===== src/hw/rtl/llfs_pkg.sv =====
`timescale 1ns / 1ps
`default_nettype none
// ----------------------------------------------------------------------------
// llfs_pkg: shared types and constants for the least-laxity-first scheduler
// Word field widths, input modes, result kinds and cell-chain flag groups.
// ----------------------------------------------------------------------------
package llfs_pkg;

  localparam int JobSlotsDef  = 16;
  localparam int TimeBitsDef  = 16;
  localparam int ModeBits     = 2;
  localparam int SlotBits     = 4;   // slot field of a job word
  localparam int FieldBits    = 16;  // time fields on the ports
  localparam int RemBits      = 16;  // stored remaining service

  typedef enum logic [ModeBits-1:0] {
    MODE_CLEAR = 2'd0,
    MODE_LOAD  = 2'd1,
    MODE_TICK  = 2'd2
  } mode_e;

  localparam logic KIND_SEGMENT = 1'b0;
  localparam logic KIND_ENDED   = 1'b1;

  // Flags travelling with the scan token along the cell chain
  typedef struct packed {
    logic scan;       // token present
    logic found;      // some eligible job seen so far
    logic best_le1;   // best job has at most one tick left
    logic work_zero;  // working job laxity is zero
    logic work_le1;   // working job has at most one tick left
  } tok_flags_t;

  // Broadcast command from the controller to all cells
  typedef struct packed {
    logic clear;
    logic load;
    logic dec;
    logic fin;
  } cell_cmd_t;

  typedef struct packed {
    logic                 kind;
    logic [SlotBits-1:0]  job_slot;
    logic [FieldBits-1:0] segment_start;
    logic [FieldBits-1:0] segment_end;
    logic                 last;
  } res_t;

endpackage
`default_nettype wire


===== src/hw/rtl/llfs_if.sv =====
`timescale 1ns / 1ps
`default_nettype none
// ----------------------------------------------------------------------------
// llfs_if: valid/ready channels of the scheduler
// Job word channel and result word channel.
// ----------------------------------------------------------------------------
interface llfs_job_if;
  logic                           valid;
  logic                           ready;
  logic [llfs_pkg::ModeBits-1:0]  mode;
  logic [llfs_pkg::SlotBits-1:0]  slot;
  logic [llfs_pkg::FieldBits-1:0] arrival_time;
  logic [llfs_pkg::FieldBits-1:0] deadline;
  logic [llfs_pkg::FieldBits-1:0] service_time;

  modport source (output valid, mode, slot, arrival_time, deadline, service_time,
                  input ready);
  modport sink   (input valid, mode, slot, arrival_time, deadline, service_time,
                  output ready);
endinterface

interface llfs_res_if;
  logic                           valid;
  logic                           ready;
  logic                           kind;
  logic [llfs_pkg::SlotBits-1:0]  job_slot;
  logic [llfs_pkg::FieldBits-1:0] segment_start;
  logic [llfs_pkg::FieldBits-1:0] segment_end;
  logic                           last;

  modport source (output valid, kind, job_slot, segment_start, segment_end, last,
                  input ready);
  modport sink   (input valid, kind, job_slot, segment_start, segment_end, last,
                  output ready);
endinterface
`default_nettype wire


===== src/hw/rtl/least_laxity_first_scheduler_top.sv =====
`timescale 1ns / 1ps
`default_nettype none
// Clear and load words act when accepted; a tick word's results follow the scan
//   token as it crosses the registered stage of every cell in the row.
// No new word is accepted while a scan runs or its result words are pending.
// A tick after the schedule has ended answers with an ended word, without a scan.
// Reset (async, active low) empties the table and zeroes time, begin and flags.
// ----------------------------------------------------------------------------
// least_laxity_first_scheduler_top: least-laxity-first job scheduler
// Row of job cells scanned by a travelling token, plus a tick controller.
// ----------------------------------------------------------------------------
module least_laxity_first_scheduler_top #(
  parameter int JOB_SLOTS = llfs_pkg::JobSlotsDef,
  parameter int TIME_BITS = llfs_pkg::TimeBitsDef
) (
  input  wire       clk_i,
  input  wire       rst_ni,
  llfs_job_if.sink  job_i,
  llfs_res_if.source res_o
);

  // Index width of the slot row and width of a signed laxity value
  localparam int SlotW = (JOB_SLOTS > 1) ? $clog2(JOB_SLOTS) : 1;
  localparam int LaxW  = ((TIME_BITS > llfs_pkg::RemBits) ? TIME_BITS
                                                          : llfs_pkg::RemBits) + 2;

  typedef enum logic {
    ST_IDLE,
    ST_SCAN
  } state_e;

  state_e                 state_q;
  logic [TIME_BITS-1:0]   now_q, begin_q;
  logic [SlotW-1:0]       work_q;
  logic                   busy_q, ended_q;

  // Result buffer: a tick makes at most two words, both written at once
  llfs_pkg::res_t         res_q [2];
  logic [1:0]             res_n_q;
  logic                   res_rd_q;

  // Chain of cells; index 0 is the token source, JOB_SLOTS the end of the row
  llfs_pkg::tok_flags_t   tok_f [JOB_SLOTS+1];
  logic [SlotW-1:0]       tok_idx [JOB_SLOTS+1];
  logic [LaxW-1:0]        tok_lax [JOB_SLOTS+1];

  llfs_pkg::cell_cmd_t    cmd;
  logic [SlotW-1:0]       cmd_slot;

  logic                   accept, in_range, is_tick_start, done;
  llfs_pkg::mode_e        mode;

  // decision signals at the end of a scan
  llfs_pkg::tok_flags_t   fin_f;
  logic [SlotW-1:0]       best_idx, w0, w_fin;
  logic                   lz0, le0, le_fin;
  logic [TIME_BITS-1:0]   beg0, beg_fin, now_nxt;
  llfs_pkg::res_t         seg_swap, seg_fin, res_ended;

  assign mode     = llfs_pkg::mode_e'(job_i.mode);
  assign job_i.ready = (state_q == ST_IDLE) && (res_n_q == 2'd0);
  assign accept   = job_i.valid && job_i.ready;
  // the slot field reaches slots 0 to 15, so only a row shorter than that can miss
  assign in_range = (32'(job_i.slot) < 32'(JOB_SLOTS));
  assign is_tick_start = accept && (mode == llfs_pkg::MODE_TICK) && !ended_q;

  assign fin_f    = tok_f[JOB_SLOTS];
  assign best_idx = tok_idx[JOB_SLOTS];
  assign done     = (state_q == ST_SCAN) && fin_f.scan;

  // Working job before any laxity swap: an idle processor takes the pick
  assign w0   = busy_q ? work_q : best_idx;
  assign lz0  = busy_q ? fin_f.work_zero : (tok_lax[JOB_SLOTS] == '0);
  assign le0  = busy_q ? fin_f.work_le1 : fin_f.best_le1;
  assign beg0 = busy_q ? begin_q : now_q;

  // Zero laxity closes the running segment and hands over to the pick
  assign w_fin   = lz0 ? best_idx : w0;
  assign le_fin  = lz0 ? fin_f.best_le1 : le0;
  assign beg_fin = lz0 ? now_q : beg0;
  assign now_nxt = (now_q == '1) ? now_q : (now_q + TIME_BITS'(1));

  always_comb begin
    seg_swap.kind          = llfs_pkg::KIND_SEGMENT;
    seg_swap.job_slot      = llfs_pkg::SlotBits'(w0);
    seg_swap.segment_start = llfs_pkg::FieldBits'(beg0);
    seg_swap.segment_end   = llfs_pkg::FieldBits'(now_q);
    seg_swap.last          = !le_fin;

    seg_fin.kind           = llfs_pkg::KIND_SEGMENT;
    seg_fin.job_slot       = llfs_pkg::SlotBits'(w_fin);
    seg_fin.segment_start  = llfs_pkg::FieldBits'(beg_fin);
    seg_fin.segment_end    = llfs_pkg::FieldBits'(now_nxt);
    seg_fin.last           = 1'b1;

    res_ended              = '0;
    res_ended.kind         = llfs_pkg::KIND_ENDED;
    res_ended.last         = 1'b1;
  end

  // Broadcast to the cells: clear, load and the one-tick run of the working job
  always_comb begin
    cmd       = '0;
    cmd_slot  = SlotW'(job_i.slot);
    if (accept && (mode == llfs_pkg::MODE_CLEAR)) begin
      cmd.clear = 1'b1;
    end
    if (accept && (mode == llfs_pkg::MODE_LOAD) && in_range) begin
      cmd.load = 1'b1;
    end
    if (done && fin_f.found) begin
      cmd.dec  = 1'b1;
      cmd.fin  = le_fin;
      cmd_slot = w_fin;
    end
  end

  // Token source feeds the first cell only on a tick start
  always_comb begin
    tok_f[0]      = '0;
    tok_f[0].scan = is_tick_start;
    tok_idx[0]    = '0;
    tok_lax[0]    = '0;
  end

  for (genvar g = 0; g < JOB_SLOTS; g++) begin : g_cell
    llfs_cell #(
      .IDX       (g),
      .SLOT_W    (SlotW),
      .TIME_BITS (TIME_BITS),
      .LAX_W     (LaxW)
    ) u_cell (
      .clk_i          (clk_i),
      .rst_ni         (rst_ni),
      .cmd_i          (cmd),
      .cmd_slot_i     (cmd_slot),
      .ld_arrival_i   (TIME_BITS'(job_i.arrival_time)),
      .ld_deadline_i  (TIME_BITS'(job_i.deadline)),
      .ld_remaining_i (llfs_pkg::RemBits'(job_i.service_time)),
      .now_i          (now_q),
      .work_slot_i    (work_q),
      .tok_i          (tok_f[g]),
      .tok_idx_i      (tok_idx[g]),
      .tok_lax_i      (tok_lax[g]),
      .tok_o          (tok_f[g+1]),
      .tok_idx_o      (tok_idx[g+1]),
      .tok_lax_o      (tok_lax[g+1])
    );
  end

  // Controller: state, time, working job and the result buffer
  always_ff @(posedge clk_i or negedge rst_ni) begin
    if (!rst_ni) begin
      state_q  <= ST_IDLE;
      now_q    <= '0;
      begin_q  <= '0;
      work_q   <= '0;
      busy_q   <= 1'b0;
      ended_q  <= 1'b0;
      res_n_q  <= 2'd0;
      res_rd_q <= 1'b0;
    end else begin
      // word taken at the output
      if (res_o.valid && res_o.ready) begin
        if (res_n_q == 2'd1) begin
          res_n_q  <= 2'd0;
          res_rd_q <= 1'b0;
        end else begin
          res_n_q  <= res_n_q - 2'd1;
          res_rd_q <= ~res_rd_q;
        end
      end

      case (state_q)
        ST_IDLE: begin
          if (accept) begin
            case (mode)
              llfs_pkg::MODE_CLEAR: begin
                now_q   <= '0;
                begin_q <= '0;
                work_q  <= '0;
                busy_q  <= 1'b0;
                ended_q <= 1'b0;
              end
              llfs_pkg::MODE_TICK: begin
                if (ended_q) begin
                  res_q[0] <= res_ended;
                  res_n_q  <= 2'd1;
                  res_rd_q <= 1'b0;
                end else begin
                  state_q  <= ST_SCAN;
                end
              end
              default: begin
              end
            endcase
          end
        end
        ST_SCAN: begin
          if (done) begin
            state_q  <= ST_IDLE;
            res_rd_q <= 1'b0;
            if (!fin_f.found) begin
              ended_q  <= 1'b1;
              res_q[0] <= res_ended;
              res_n_q  <= 2'd1;
            end else begin
              now_q  <= now_nxt;
              work_q <= w_fin;
              busy_q <= !le_fin;
              begin_q <= le_fin ? now_nxt : beg_fin;
              if (lz0) begin
                res_q[0] <= seg_swap;
                res_q[1] <= seg_fin;
                res_n_q  <= le_fin ? 2'd2 : 2'd1;
              end else begin
                res_q[0] <= seg_fin;
                res_n_q  <= le_fin ? 2'd1 : 2'd0;
              end
            end
          end
        end
        default: begin
          state_q <= ST_IDLE;
        end
      endcase
    end
  end

  assign res_o.valid         = (res_n_q != 2'd0);
  assign res_o.kind          = res_q[res_rd_q].kind;
  assign res_o.job_slot      = res_q[res_rd_q].job_slot;
  assign res_o.segment_start = res_q[res_rd_q].segment_start;
  assign res_o.segment_end   = res_q[res_rd_q].segment_end;
  assign res_o.last          = res_q[res_rd_q].last;

endmodule
`default_nettype wire


===== src/hw/rtl/llfs_cell.sv =====
`timescale 1ns / 1ps
`default_nettype none
// ----------------------------------------------------------------------------
// llfs_cell: one job slot of the scheduler chain
// Holds one job and folds it into the least-laxity token passing through.
// ----------------------------------------------------------------------------
module llfs_cell #(
  parameter int IDX       = 0,
  parameter int SLOT_W    = 4,
  parameter int TIME_BITS = llfs_pkg::TimeBitsDef,
  parameter int LAX_W     = 18
) (
  input  wire                            clk_i,
  input  wire                            rst_ni,
  input  llfs_pkg::cell_cmd_t            cmd_i,
  input  wire [SLOT_W-1:0]               cmd_slot_i,
  input  wire [TIME_BITS-1:0]            ld_arrival_i,
  input  wire [TIME_BITS-1:0]            ld_deadline_i,
  input  wire [llfs_pkg::RemBits-1:0]    ld_remaining_i,
  input  wire [TIME_BITS-1:0]            now_i,
  input  wire [SLOT_W-1:0]               work_slot_i,
  input  llfs_pkg::tok_flags_t           tok_i,
  input  wire [SLOT_W-1:0]               tok_idx_i,
  input  wire [LAX_W-1:0]                tok_lax_i,
  output llfs_pkg::tok_flags_t           tok_o,
  output logic [SLOT_W-1:0]              tok_idx_o,
  output logic [LAX_W-1:0]               tok_lax_o
);

  localparam logic [SLOT_W-1:0] MyIdx = SLOT_W'(IDX);

  logic                         valid_q, fin_q;
  logic [TIME_BITS-1:0]         arrival_q, deadline_q;
  logic [llfs_pkg::RemBits-1:0] rem_q;

  logic                 sel, eligible, take, is_work, rem_le1;
  logic [LAX_W-1:0]     lax;
  llfs_pkg::tok_flags_t tok_d;

  assign sel      = (cmd_slot_i == MyIdx);
  assign eligible = valid_q && !fin_q && (arrival_q <= now_i);
  assign lax      = LAX_W'(deadline_q) - LAX_W'(rem_q) - LAX_W'(now_i);
  assign take     = eligible && (!tok_i.found || ($signed(lax) < $signed(tok_lax_i)));
  assign is_work  = (work_slot_i == MyIdx);
  assign rem_le1  = (rem_q <= llfs_pkg::RemBits'(1));

  always_comb begin
    tok_d           = tok_i;
    tok_d.found     = tok_i.found || eligible;
    tok_d.best_le1  = take ? rem_le1 : tok_i.best_le1;
    tok_d.work_zero = is_work ? (lax == '0) : tok_i.work_zero;
    tok_d.work_le1  = is_work ? rem_le1 : tok_i.work_le1;
  end

  // slot state
  always_ff @(posedge clk_i or negedge rst_ni) begin
    if (!rst_ni) begin
      valid_q <= 1'b0;
      fin_q   <= 1'b0;
    end else if (cmd_i.clear) begin
      valid_q <= 1'b0;
      fin_q   <= 1'b0;
    end else if (cmd_i.load && sel) begin
      valid_q <= 1'b1;
      fin_q   <= 1'b0;
    end else if (cmd_i.dec && sel && cmd_i.fin) begin
      fin_q   <= 1'b1;
    end
  end

  always_ff @(posedge clk_i) begin
    if (cmd_i.load && sel) begin
      arrival_q  <= ld_arrival_i;
      deadline_q <= ld_deadline_i;
      rem_q      <= ld_remaining_i;
    end else if (cmd_i.dec && sel && (rem_q != '0)) begin
      rem_q      <= rem_q - llfs_pkg::RemBits'(1);
    end
  end

  // token stage
  always_ff @(posedge clk_i or negedge rst_ni) begin
    if (!rst_ni) begin
      tok_o <= '0;
    end else begin
      tok_o <= tok_d;
    end
  end

  always_ff @(posedge clk_i) begin
    tok_idx_o <= take ? MyIdx : tok_idx_i;
    tok_lax_o <= take ? lax : tok_lax_i;
  end

endmodule
`default_nettype wire


===== src/flat_wrapper.sv =====
// flat-port wrapper written by rule: the top's interface ports become plain ports
module least_laxity_first_scheduler_top_flat 
#(
  parameter int JOB_SLOTS = llfs_pkg::JobSlotsDef,
  parameter int TIME_BITS = llfs_pkg::TimeBitsDef
)
  (clk_i, rst_ni, job_i_valid, job_i_mode, job_i_slot, job_i_arrival_time, job_i_deadline, job_i_service_time, job_i_ready, res_o_valid, res_o_kind, res_o_job_slot, res_o_segment_start, res_o_segment_end, res_o_last, res_o_ready);
  llfs_job_if job_i_i ();
  llfs_res_if res_o_i ();
  input  wire clk_i;
  input  wire rst_ni;
  input wire logic [$bits(job_i_i.valid)-1:0] job_i_valid;
  input wire logic [$bits(job_i_i.mode)-1:0] job_i_mode;
  input wire logic [$bits(job_i_i.slot)-1:0] job_i_slot;
  input wire logic [$bits(job_i_i.arrival_time)-1:0] job_i_arrival_time;
  input wire logic [$bits(job_i_i.deadline)-1:0] job_i_deadline;
  input wire logic [$bits(job_i_i.service_time)-1:0] job_i_service_time;
  output wire logic [$bits(job_i_i.ready)-1:0] job_i_ready;
  output wire logic [$bits(res_o_i.valid)-1:0] res_o_valid;
  output wire logic [$bits(res_o_i.kind)-1:0] res_o_kind;
  output wire logic [$bits(res_o_i.job_slot)-1:0] res_o_job_slot;
  output wire logic [$bits(res_o_i.segment_start)-1:0] res_o_segment_start;
  output wire logic [$bits(res_o_i.segment_end)-1:0] res_o_segment_end;
  output wire logic [$bits(res_o_i.last)-1:0] res_o_last;
  input wire logic [$bits(res_o_i.ready)-1:0] res_o_ready;
  assign job_i_i.valid = job_i_valid;
  assign job_i_i.mode = job_i_mode;
  assign job_i_i.slot = job_i_slot;
  assign job_i_i.arrival_time = job_i_arrival_time;
  assign job_i_i.deadline = job_i_deadline;
  assign job_i_i.service_time = job_i_service_time;
  assign job_i_ready = job_i_i.ready;
  assign res_o_valid = res_o_i.valid;
  assign res_o_kind = res_o_i.kind;
  assign res_o_job_slot = res_o_i.job_slot;
  assign res_o_segment_start = res_o_i.segment_start;
  assign res_o_segment_end = res_o_i.segment_end;
  assign res_o_last = res_o_i.last;
  assign res_o_i.ready = res_o_ready;
  least_laxity_first_scheduler_top #(.JOB_SLOTS(JOB_SLOTS), .TIME_BITS(TIME_BITS)) u_core (.clk_i(clk_i), .rst_ni(rst_ni), .job_i(job_i_i), .res_o(res_o_i));
endmodule

===== config.mk =====
export PLATFORM = sky130hd
export DESIGN_NAME = least_laxity_first_scheduler_top_flat
export DESIGN_NICKNAME = d
export VERILOG_FILES = /design/src/hw/rtl/llfs_pkg.sv /design/src/hw/rtl/llfs_if.sv /design/src/hw/rtl/least_laxity_first_scheduler_top.sv /design/src/hw/rtl/llfs_cell.sv /design/src/flat_wrapper.sv
export SDC_FILE = /design/constraint.sdc
export NUM_CORES = 2
export LEC_CHECK = 0
export ABC_AREA = 1
export CAP_MARGIN = 40
export CELL_PAD_IN_SITES_DETAIL_PLACEMENT = 0
export CELL_PAD_IN_SITES_GLOBAL_PLACEMENT = 2
export CORE_MARGIN = 5
export CORE_UTILIZATION = 32
export DETAILED_ROUTE_END_ITERATION = 6
export DONT_BUFFER_PORTS = 1
export HOLD_SLACK_MARGIN = 0.03
export PLACE_DENSITY_LB_ADDON = 0.1
export SLEW_MARGIN = 20
export SYNTH_ARGS = -nofsm -noshare
export SYNTH_HDL_FRONTEND = slang
export SYNTH_HIERARCHICAL = 1
export SYNTH_SLANG_ARGS = --single-unit

===== constraint.sdc =====
create_clock -name clk_i -period 5.2 [get_ports clk_i]
set_input_delay 0.78 -clock clk_i [delete_from_list [all_inputs] [get_ports clk_i]]
set_output_delay 0.78 -clock clk_i [all_outputs]
set_load 0.05 [all_outputs]

# Word-level counts from Yosys, hierarchy flattened
# Memory sizes are Yosys's and may differ from the RTL's.
# Cells that the tools add are included.
# word_totals
regBits,1259
ramBits,76
input_bits,58
output_inout_bits,40
word_cells,870
mem_count,1
# op_classes
add_sub_neg,50
order_cmp,47
n_eq_ne,39
mux,254
n_bitwise,5
n_reduce_logical,275
# mem_list
memory,words,width,read_ports,rd_ports_with_merged_regs,write_ports,line,rtl
u_core.res_q,2,38,1,0,2,least_laxity_first_scheduler_top.sv:38,llfs_pkg::res_t res_q [2];
# op_table
op,count
$mux W16,42
$logic_not A18 Y1,17
$sub A17 B17 Y18,16
$sub A16 B16 Y17,16
$lt A18 B18 Y1,15
$mux W18,15
$le A16 B1 Y1 const B,16
$le A16 B16 Y1,16
$reduce_bool A16 Y1,16
$sub A16 B1 Y16 const B,16
$mux W1,169
$logic_and A1 B1 Y1,124
$mux W38,3
$reduce_bool A2 Y1,33
$eq A4 B4 Y1 const B,16
$pmux W16 S2,2
$reduce_bool A3 Y1,16
$logic_not A1 Y1,33
$eq A4 B3 Y1 const B,8
$logic_or A1 B1 Y1,30
$mux W4,7
$mux W2,10
$add A16 B1 Y16 const B,1
$eq A16 B16 Y1 const B,1
15 further kinds,32

# Logic depth before layout (Yosys ltp)
# depth
depth_word,10
mapped_depth,37
ltp_nobuf,36

# By module
# The synthesis kept the hierarchy.
# by_module_without_submodules
mod,n_inst,cells_per_inst,area_per_inst_um2,seq_area_each_um2
llfs_cell (u_core.g_cell[5].u_cell ...),3,729,5696.7,2057.0
llfs_cell (u_core.g_cell[10].u_cell ...),2,798,5820.6,2057.0
llfs_cell (u_core.g_cell[1].u_cell ...),2,799,5805.6,2057.0
least_laxity_first_scheduler_top,1,765,6104.6,3253.1
llfs_cell (u_core.g_cell[11].u_cell),1,788,5954.5,2057.0
llfs_cell (u_core.g_cell[12].u_cell),1,790,5906.9,2057.0
llfs_cell (u_core.g_cell[13].u_cell),1,798,5829.3,2057.0
llfs_cell (u_core.g_cell[14].u_cell),1,795,5816.8,2057.0
llfs_cell (u_core.g_cell[15].u_cell),1,795,5815.6,2057.0
llfs_cell (u_core.g_cell[4].u_cell),1,771,5800.6,2057.0
llfs_cell (u_core.g_cell[7].u_cell),1,730,5793.1,2057.0
llfs_cell (u_core.g_cell[0].u_cell),1,757,5733.0,2057.0
llfs_cell (u_core.g_cell[8].u_cell),1,728,5636.7,2057.0

# Least setup slack after synthesis
# OpenSTA, ideal clock, no wires.
# synth_timing
path_type,flip-flop to flip-flop
startpoint,register u_core/g_cell[4].u_cell/rem_q[0] in the netlist's numbering
endpoint,register u_core.g_cell[4].u_cell.tok_lax_o[7]
setup_time_ns,0.122
t_arrival_ns,4.136
required_time_ns,5.078
path_slack_ns,0.942
stages_incl_launch_ff,31
path_buffers,1
synth_period_minus_slack_ns,4.258
path_cell_list,edfxtp_1 ha_1 fa_1 nand3b_1 nand2_1 nand2_1 a21oi_1 nor2_1 o21bai_1 xor2_1 ha_1 nand2_1 nor3_1 nand2_1 nand2_1 nand2_1 a21oi_1 inv_1 ha_1 nand2_1 inv_2 nand3_2 nor2_2 nand4_1 nand3_1 nand2_1 nand3_4 nand2_4 buf_6 nand2_1 o21ai_2
# synth_between
elab_chain_len,6
# synth_rtl
element,line,rtl
from (decl),llfs_cell.sv:34,logic [llfs_pkg::RemBits-1:0] rem_q;
from (signal assigned),llfs_cell.sv:75,rem_q <= ld_remaining_i;
from (signal assigned),llfs_cell.sv:77,rem_q <= rem_q - llfs_pkg::RemBits'(1);
$sub A16 B16 Y17 (*),llfs_cell.sv:42,assign lax = LAX_W'(deadline_q) - LAX_W'(rem_q) - LAX_W'(now_i);
$sub A17 B17 Y18 (*),llfs_cell.sv:42,
$lt A18 B18 Y1,llfs_cell.sv:43,assign take = eligible && (!tok_i.found || ($signed(lax) < $signed(tok_lax_i)));
$logic_or A1 B1 Y1,llfs_cell.sv:43,
$logic_and A1 B1 Y1,llfs_cell.sv:43,
$mux W18 (*),llfs_cell.sv:92,tok_lax_o <= take ? lax : tok_lax_i;
to (signal assigned),llfs_cell.sv:92,
to (decl),llfs_cell.sv:27,output logic [LAX_W-1:0] tok_lax_o
# Every way passes the cells marked *; elsewhere a longest branch is shown, timed or not.
# A chain may end at the register's enable or synchronous reset.

# Worst setup path after layout
# Same ends and word-level chain as after synthesis.

==> results_dict.tcl <==
set metrics [dict create \
    drt_first_pass_iters 6 \
    hpwl_um 286000 \
    outcome "finished, final reports clean" \
    final_antenna_net_count 0 \
    maxCapViolCount 0 \
    yosysSeqAreaShare_pct 36.6 \
    die_x_um 565 \
    finalCritPeriodShare_pct 93.8 \
    cts_buffers 180 \
    setup_slack_ns 0.323 \
    cp.required_ns 5.95 \
    critPathMaxFanout 18 \
    gr-total-overflow 0 \
    antenna_found_initial 81 \
    die_area_sq_um 320000 \
    synth_flop_cell "edfxtp_1" \
    endpoint_kind "flip-flop" \
    avgSynthCellArea_sq_um 7.54 \
    die_h_um 565 \
    synth_area_sq_um 98700 \
    area_growth_pct 14.7 \
    cp-start-kind "flip-flop" \
    port_buffers 0 \
    place_congestion 0.843 \
    grt_pass1_wl_um 585000 \
    synth-seq-cells 1348 \
    timing.rr.end "u_core/g_cell[4].u_cell/tok_lax_o[7]$_DFF_P_" \
    clk_pin_slew_ns 0.06 \
    cts_sinks 1348 \
    routedWlPerCell_um 23.2 \
    finalHoldViolCount 0 \
    slew_headroom_pct 23.4 \
    synth-xor-area-share_pct 3.36 \
    clock_latency_ns 0.89 \
    min_path_type "in2reg" \
    synth_top_family_by_area "simple AND/OR/NAND/NOR gates" \
    routed_wl_um 415000 \
    yosysWarnings 6 \
    remaining_drc_errors 0 \
    synth-simple-area-share_pct 27.2 \
    synth_cells 13098 \
    dp_slack_ns -0.0627 \
    core_area_sq_um 308000 \
    setup_viol 0 \
    synth-async-reset-ratio_pct 11.4 \
    p_total_mw 60.1 \
    ir_worst_vdd_uv 308 \
    r2r-start "u_core/g_cell[4].u_cell/rem_q[0]$_DFFE_PP_" \
    fill_cells 32458 \
    finalCriticalPeriod_ns 4.88 \
    skew_ns 0.0650 \
    avgViaCountPerCell 4.87 \
    worstSetupStartpoint "u_core/g_cell[4].u_cell/rem_q[0]$_DFFE_PP_" \
    start_util_pct 32.0 \
    cts_tree "built" \
    drv_slew 0 \
    synth_compound_area_share_pct 8.38 \
    num_vias 86944 \
    cts_root_buf "clkbuf_16" \
    synth-edff-count 840 \
    p_leak_nw 55.9 \
    drive_gt1_share_pct 8.22 \
    grtUsageTotal_pct 25.2 \
    drtIter0Drc 7873 \
    fmax_mhz 205 \
    rr_worst_depth 30 \
    slowest_delay_ns 0.43 \
    reg2reg_slack_ns 0.32 \
    fin_nets 14659 \
    cts_buffer_depth 4 \
    worstSetupPathType "reg2reg" \
    ios 98 \
    yosys.area_share.adder_pct 14.3 \
    synth.area.mux_share_pct 0.103 \
    arrival_ns 5.63 \
    grt_pass1_vias 82717 \
    ys_types 71 \
    cpMostUsedCell "nand2_1" \
    h-tree-depth 4 \
    rows 204 \
    grt_max_degree 155 \
    cp-endpoint "u_core/g_cell[4].u_cell/tok_lax_o[7]$_DFF_P_" \
    powerDensity_nw_per_um2 530 \
    tightest_slew_ns 1.15 \
    cp_slowest_cell "edfxtp_1" \
]
## power by group
part,leakage (nW),internal [mW],total [mW],switching (mW)
clock,2.90,7.44,12.7,5.26
combinational,40.5,10.4,31.9,21.5
sequential,12.5,13.3,15.5,2.14
total,55.9,31.1,60.1,28.9
## registers in the layout, indices dropped and copies added (netlist names), 2 cells and up
name / flops
u_core/now_q: 16
u_core/g_cell.u_cell/fin_q: 16
u_core/begin_q: 16
u_core/g_cell.u_cell/deadline_q: 256
u_core/work_q: 4
u_core/g_cell.u_cell/tok_o: 80
u_core/res_n_q: 2
u_core/g_cell.u_cell/tok_lax_o: 288
u_core/g_cell.u_cell/tok_idx_o: 64
u_core/res_q: 74
u_core/g_cell.u_cell/valid_q: 16
u_core/g_cell.u_cell/rem_q: 256
u_core/g_cell.u_cell/arrival_q: 256
## synthesized netlist by cell type (32+ instances only)
| master | number | area share (%) |
|---|---|---|
| o21ai_0 | 366 | 1.9 |
| buf_6 | 34 | 0.39 |
| nand4_1 | 143 | 0.91 |
| dfxtp_1 | 354 | 7.2 |
| nand2_2 | 122 | 0.77 |
| edfxtp_1 | 840 | 26 |
| inv_2 | 34 | 0.13 |
| nand3_2 | 59 | 0.60 |
| nand3_1 | 761 | 3.9 |
| a31oi_1 | 152 | 0.96 |
| and2_1 | 41 | 0.26 |
| or2_2 | 36 | 0.23 |
| xor2_1 | 250 | 2.2 |
| a21oi_1 | 602 | 3.1 |
| clkbuf_1 | 39 | 0.15 |
| o21bai_1 | 40 | 0.30 |
| nor3_1 | 74 | 0.38 |
| fa_1 | 32 | 0.65 |
| nand3b_1 | 68 | 0.52 |
| dfrtp_1 | 154 | 3.9 |
| inv_1 | 2307 | 8.8 |
| buf_2 | 32 | 0.16 |
| nand2_1 | 3916 | 15 |
| a21o_1 | 52 | 0.40 |
| nor2_1 | 964 | 3.7 |
| o21ai_1 | 80 | 0.41 |
| ha_1 | 1075 | 14 |
| o21ai_2 | 37 | 0.33 |
| xnor2_1 | 101 | 0.90 |
| a21oi_2 | 39 | 0.35 |
## cell type report
class	count	area (sq um)	share of cell area (%)
repair buffers	314	3600	3.18
well taps	4120	5150	4.55
diodes	90	225	0.199
flip-flops and latches	1348	36200	31.9
inverters	2356	8860	7.82
clock buffers	259	5210	4.60
clock inverters	72	716	0.632
multi-input cells	9294	53300	47.1
## cells in the final DEF, fill, tap and decap left out, types with 40 or more instances in the layout
cell type  netlist  routed
o21bai_1        40      40
a31oi_1        152     152
nand3b_1        68      68
o21ai_1         80      85
clkbuf_1        39      47
nand2_2        122     137
dfxtp_1        354     354
nand3_1        761     759
o21ai_2         37      45
xnor2_1        101     101
nor3_1          74      73
clkbuf_16        0     188
o21ai_0        366     353
xor2_1         250     249
dfrtp_1        154     138
inv_1         2307    2305
a21oi_1        602     578
edfxtp_1       840     840
nor2_1         964     952
buf_12           4      59
conb_1           1      45
a21oi_2         39      58
diode_2          0      90
nand2_1       3916    3899
ha_1          1075    1054
and2_1          41      41
nand3_2         59      60
nand4_1        143     143
buf_4           31     196
a21o_1          52      52
## worst min path at each step
stage / depth (start not counted) / startpoint / endpoint / slack, ns
floorplan: 0 / u_core/g_cell[9].u_cell/tok_o[4]$_DFF_PN0_ / u_core/g_cell[10].u_cell/tok_o[4]$_DFF_PN0_ / 0.33
global placement: 0 / u_core/g_cell[10].u_cell/tok_o[4]$_DFF_PN0_ / u_core/g_cell[11].u_cell/tok_o[4]$_DFF_PN0_ / 0.33
detailed placement: 0 / u_core/g_cell[8].u_cell/tok_o[4]$_DFF_PN0_ / u_core/g_cell[9].u_cell/tok_o[4]$_DFF_PN0_ / 0.33
CTS: 2 / job_i_service_time[14] / u_core/g_cell[0].u_cell/rem_q[14]$_DFFE_PP_ / 0.03
global route: 0 / job_i_arrival_time[3] / u_core/g_cell[11].u_cell/arrival_q[3]$_DFFE_PP_ / 0.03
finish: 0 / job_i_arrival_time[3] / u_core/g_cell[11].u_cell/arrival_q[3]$_DFFE_PP_ / 0.09
## worst max-delay path, delay by kind of cell, from the launching register on
| kind | cells | cell delay, ns |
|---|---|---|
| simple gates | 18 | 1.92 |
| fa+ha+maj | 4 | 1.21 |
| compound gates | 4 | 0.56 |
| flops | 1 | 0.43 |
| buf+inv | 3 | 0.34 |
| xor+xnor | 1 | 0.28 |
## layer usage
layer | vias to the layer above | global-route usage [%] | wire length, um
met5 | - | 0 | 38
met4 | 6 | 7.84 | 13700
met3 | 453 | 3.37 | 24500
met2 | 2363 | 41.1 | 189000
met1 | 41077 | 34.5 | 187000
li1 | 43045 | - | -
## logic make-up (layout without fill, tap and decap cells)
kind of cell             after synthesis  count (layout)
AO/OA/AOI/OAI                       1460            1460
XOR/XNOR                             366             366
adder cells (fa/ha/maj)             1107            1107
buffers and inverters               2509            3001
flip-flops                          1348            1348
multiplexers                           9               9
other                                  1             135
AND/OR/NAND/NOR                     6298            6307
## through the flow
| stage | TNS [ns] | hold WS [ns] | cells | utilization [%] | cell area (sq um) |
|---|---|---|---|---|---|
| after floorplan | 0 | 0.331 | 13142 | - | 98900 |
| after global placement | -1.08 | 0.333 | 17294 | 34.0 | 105000 |
| after detailed placement | -0.568 | 0.335 | 17303 | 34.0 | 105000 |
| after CTS | 0 | 0.0319 | 17703 | 36.4 | 112000 |
| after global routing | -0.177 | 0.0286 | 17788 | 36.7 | 113000 |
| final | 0 | 0.0914 | 17853 | 36.8 | 113000 |
## repair_timing
action / in CTS / in global routing
buffers inserted: 2 / 36
hold endpoints to repair: 509 / 4
pin swaps: 1 / 40
gates resized for setup: 2 / 119
endpoints found under the setup margin: 22 / 288
gates cloned: 0 / 9
hold buffers: 67 / 3
Note: power is estimated with default switching activity, not from simulation.
